File: src/bmct_pkg.sv
// ----------------------------------------------------------------------------
// bmct_pkg
// Shared types and constants for the bounded multiset count table.
// ----------------------------------------------------------------------------
`default_nettype none

package bmct_pkg;

	localparam int DEF_MAX_ENTRIES = 256;
	localparam int DEF_VALUE_BITS  = 32;
	localparam int DEF_COUNT_BITS  = 16;

	localparam int CMD_BITS     = 3;
	localparam int VALUE_W      = 32;
	localparam int POS_BITS     = 8;
	localparam int POS_SPAN     = 256;
	localparam int CNT_OUT_W    = 16;
	localparam int UNIQUE_W     = 9;
	localparam int TOTAL_BITS   = 24;

	typedef enum logic [CMD_BITS-1:0] {
		CMD_INSERT     = 3'd0,
		CMD_REMOVE_ONE = 3'd1,
		CMD_REMOVE_ALL = 3'd2,
		CMD_LOOKUP     = 3'd3,
		CMD_READ_POS   = 3'd4
	} cmd_t;

	typedef enum logic [1:0] {
		ST_IDLE,
		ST_RESOLVE,
		ST_COMMIT
	} state_t;

	typedef enum logic [2:0] {
		CA_NONE,
		CA_INC,
		CA_DEC,
		CA_DROP,
		CA_APPEND
	} cell_act_t;

	typedef struct packed {
		logic      match_en;
		logic      by_pos;
		cell_act_t act;
	} cell_ctl_t;

endpackage

`default_nettype wire

File: src/bmct_cell.sv
// ----------------------------------------------------------------------------
// bmct_cell
// One table entry: matches the key or a position, and on commit counts up,
// counts down, takes its upper neighbour's word or loads a new value.
// ----------------------------------------------------------------------------
`default_nettype none

module bmct_cell import bmct_pkg::*; #(
	parameter int VALUE_BITS = DEF_VALUE_BITS,
	parameter int COUNT_BITS = DEF_COUNT_BITS,
	parameter int IDX_W      = 8,
	parameter int USED_W     = 9,
	parameter int INDEX      = 0
) (
	input  wire logic                  clk,
	input  wire logic                  arst_n,
	input  wire cell_ctl_t             ctl,
	input  wire logic [VALUE_BITS-1:0] key,
	input  wire logic [POS_BITS-1:0]   pos,
	input  wire logic [USED_W-1:0]     used,
	input  wire logic [IDX_W-1:0]      tgt,
	input  wire logic [VALUE_BITS-1:0] nb_value,
	input  wire logic [COUNT_BITS-1:0] nb_count,
	output logic      [VALUE_BITS-1:0] value_q,
	output logic      [COUNT_BITS-1:0] count_q,
	output logic                       hit_q
);

	logic in_use;
	logic pos_hit;
	logic at_tgt;
	logic shift_ok;
	logic at_tail;

	assign in_use   = USED_W'(INDEX) < used;
	assign pos_hit  = (INDEX < POS_SPAN) && (pos == POS_BITS'(INDEX));
	assign at_tgt   = tgt == IDX_W'(INDEX);
	assign shift_ok = (IDX_W'(INDEX) >= tgt) && (USED_W'(INDEX + 1) < used);
	assign at_tail  = USED_W'(INDEX) == used;

	always_ff @(posedge clk or negedge arst_n) begin
		if (!arst_n) begin
			hit_q <= 1'b0;
		end else if (ctl.match_en) begin
			hit_q <= in_use && (ctl.by_pos ? pos_hit : (value_q == key));
		end
	end

	always_ff @(posedge clk) begin
		case (ctl.act)
			CA_INC: begin
				if (at_tgt) count_q <= count_q + 1'b1;
			end
			CA_DEC: begin
				if (at_tgt) count_q <= count_q - 1'b1;
			end
			CA_DROP: begin
				if (shift_ok) begin
					value_q <= nb_value;
					count_q <= nb_count;
				end
			end
			CA_APPEND: begin
				if (at_tail) begin
					value_q <= key;
					count_q <= COUNT_BITS'(1);
				end
			end
			default: ;
		endcase
	end

endmodule

`default_nettype wire

File: config.mk
export PLATFORM = sky130hd
export DESIGN_NAME = bmct_cell
export DESIGN_NICKNAME = d
export VERILOG_FILES = /design/src/bmct_pkg.sv /design/src/bmct_cell.sv
export SDC_FILE = /design/constraint.sdc
export NUM_CORES = 1
export LEC_CHECK = 0
export BUFFER_PORTS_ARGS = -buffer_cell sky130_fd_sc_hd__buf_2
export CAP_MARGIN = 20
export CORE_MARGIN = 2
export CORE_UTILIZATION = 32
export DETAILED_ROUTE_END_ITERATION = 6
export PLACE_DENSITY = 0.58
export SLEW_MARGIN = 25
export SYNTH_ARGS = -nofsm -noshare
export SYNTH_HDL_FRONTEND = slang
export SYNTH_SLANG_ARGS = --single-unit
File: constraint.sdc
create_clock -name clk -period 3.22 [get_ports clk]
set_input_delay 0.161 -clock clk [delete_from_list [all_inputs] [get_ports clk]]
set_output_delay 0.161 -clock clk [all_outputs]
set_load 0.005 [all_outputs]
==> results by group <==
Run status
  – Status: complete, no violations

Logic synthesis
  – Async SR Flop Fraction: 0.0204
  – Adder-cell share of the synthesized area: 0.0618
  – Yosys cell types: 41
  – YS warnings: 0
  – Syn nets: roughly 460
  – Synth area leaders: edfxtp_1, nand2_1, xor2_1
  – Synth cell count leaders: nand2_1, edfxtp_1, xor2_1
  – Synth Area in XOR/XNOR: 0.119
  – Post-synthesis compound-gate area fraction: 0.124
  – Area share of and/or/nand/nor cells after synthesis: 0.215
  – Area leader, netlist: edfxtp_1
  – Synthesized netlist cell count: roughly 330
  – Yosys reg bits: approximately 50
  – Sequential share of the synthesized area: 0.464
  – Number of synthesized flops with an enable pin: 48
  – Mean Syn Cell Area: roughly 9.5 µm²
  – Mux cell area share after synthesis: 0
  – Leading cell type by number of instances after synthesis: nand2_1
  – Yosys top cell area share: 0.456
  – Cell Area, Synth: 3160 µm²
  – Combinational family with the most area after synthesis: simple AND/OR/NAND/NOR gates
  – Top FF cell, synth: edfxtp_1

STA
  – Fmax: between 300 and 400 MHz
  – Final hold vios: 0
  – Max-slew violation count: 0
  – Final setup fails: 0
  – Post-route clock period utilization: 0.804
  – Tmin final: around 2600 ps
  – Tightest Pin Transition: approximately 960 ps
  – RSZ-0062 raised after global routing: false
  – Skew final: around 6.2 ps
  – Max_slew headroom: 0.360
  – Post-route setup TNS: 0 ps

Clock tree
  – CTS Buffer Depth: 2
  – Worst-skew pair later-pin latency: 300 ps
  – TritonCTS clock tree: built
  – CTS H-tree depth: 2
  – Clock-pin transition on the worst setup and hold timing paths: approximately 100 ps
  – CTS root buffer: clkbuf_8
  – Sink Count: just under 50
  – Cts bufs inserted: 5

Pwr
  – Clock Power Share: 0.332
  – VDD IR max: between 0.15 and 0.2 mV
  – Static Leak: just under 2 nW
  – Power Total: 1.39 mW
  – Sw frac: 0.245
  – Sequential share of power: 0.507
  – Psw: around 0.34 mW
  – Comb pwr share: 0.161
  – Pwr dens: ~330 nW/µm²
  – Int Power: roughly 1.1 mW

Routing
  – Avg WL per Cell: ~14 µm
  – WL final: about 9000 µm
  – Post-route ant nets: 0
  – Avg Vias per Cell: approximately 4.7
  – Initial DRT Pass Iterations: 4
  – Post-route DRC: 0
  – Via count: a little under 3,000
  – 1st-iter DRT viols: 81

Place
  – Hpwl dp: a little over 7000 µm
  – Final GP Congestion: 0.890
  – Number of port buffers: 160

Die
  – Core Box Area: roughly 9700 µm²
  – Die Ht: about 100 µm
  – I/O pin cnt: approximately 160
  – Die area: 10,700 µm²
  – Initial Util: 0.326
  – Row cnt: 36
  – Die extent in x: between 100 and 150 µm

Cells and area
  – Synth-to-Final Area Change: 35.4%
  – Finished Core Util: 0.442
  – N_diodes: 0
  – Share of layout cells above drive strength 1: 0.368
  – FF/Latch Area: 1470 µm²
  – Fin nets: just over 600
  – FILL cells: approximately 960
  – Multi-input logic area: 1660 µm²

Job
  – Max Cap Viol: 0

GRT
  – Initial antenna violation count: 0
  – Vias in the first global route: 2,977
  – Gr usage total: 0.171
  – GRT overflow: 0
  – Largest net degree at the start of global routing: 36
  – Global-route wire length before repair: about 14,000 µm

Critical path
  – Startpoint Class: flip-flop
  – CP max FO: 5
  – Crit path arrival time: 2650 ps
  – CP Data Required Time: roughly 3300 ps
  – CP Capture Type: flip-flop
  – Setup CP Type: reg -> reg

Worst hold path
  – Worst hold path type: in -> reg
## timing repair
action / 4_1_cts / 5_1_grt
hold buffers: 1 / 0
hold endpoints to repair: 1 / 0
buffers inserted: 0 / 0
gates resized for setup: 0 / 0
endpoints found under the setup margin: 0 / 0
## state kept, by name (all words and copies together) (netlist names)
register / count
count_q: 16
hit_q: 1
value_q: 32
## placed cells by master (no fill, tap or decap), types with 2 or more instances in the layout
cell type and count:
a211oi_1 3, nor4_1 14, ha_1 14, xnor2_1 5, buf_2 160, nor2b_1 2, nand2_1 112, o211ai_1 2
xor2_1 38, nor2_1 10, a21oi_2 4, clkbuf_8 5, buf_4 6, nand4_1 3, o31ai_1 3, a21oi_1 9
o21ai_0 7, nor3_1 7, edfxtp_1 48, o21a_1 2, inv_1 4, nand2b_1 2, nand3_1 2, a22o_1 10
## worst max-delay path: stages (launching register included)
cell and delay (ps):
edfxtp_1 500, fa_1 500, a21oi_1 260, o211ai_1 160, a21oi_1 310, o21a_1 210
a21oi_1 80, xor2_1 140, a22o_1 190
## cell type report
class | instances | area share
multi-input combinational | 269 | 0.389
sequential | 49 | 0.343
timing repair buffer | 167 | 0.200
tap | 133 | 0.0389
clock buffer | 6 | 0.0170
clock inverter | 2 | 0.00907
inverter | 4 | 0.00351
## routing by layer
metal  routed length (µm)  track usage  part of all wire
met2                 4230        0.279              0.47
met1                 4030        0.226              0.45
met3                  674       0.0464             0.075
met5                    0            0                 0
met4                   85       0.0385            0.0094
## cell families (layout without fill, tap and decap cells)
| logic type | after synthesis | after routing |
|---|---|---|
| buf+inv | 13 | 179 |
| simple gates | 158 | 158 |
| flops | 49 | 49 |
| compound gates | 53 | 53 |
| xor+xnor | 43 | 43 |
| fa+ha+maj | 15 | 15 |
## power by group through the flow
stage,Clock (mW),Combinational [mW],Sequential (mW)
3_5_place_dp,0,0.225,0.721
6_report,0.462,0.224,0.706
3_3_place_gp,0,0.218,0.721
4_1_cts,0.485,0.226,0.706
5_1_grt,0.504,0.253,0.706
2_1_floorplan,0,0.118,0.721
## metrics by stage
stage | hold slack (ps) | instance area (µm²) | instances | setup slack [ps]
floorplan | -135 | 3160 | 331 | 413
global placement | -61.9 | 4160 | 621 | 543
detailed placement | -59.7 | 4160 | 621 | 472
CTS | 23.2 | 4280 | 630 | 631
global route | 40.2 | 4280 | 630 | 491
finish | 44.3 | 4280 | 630 | 632
## worst paths after layout
check	from	endpoint	slack, ps	cells past startpoint
min in group asynchronous	arst_n	hit_q	150	2
max in group asynchronous	arst_n	hit_q	2980	2
worst min-delay path	ctl[4]	hit_q	40	2
worst min register to register	hit_q	hit_q	560	2
worst max-delay path	count_q[0]	count_q[14]	630	8
worst max register to register	count_q[0]	count_q[14]	630	8
No activity file was read; power rests on OpenSTA's default activity.
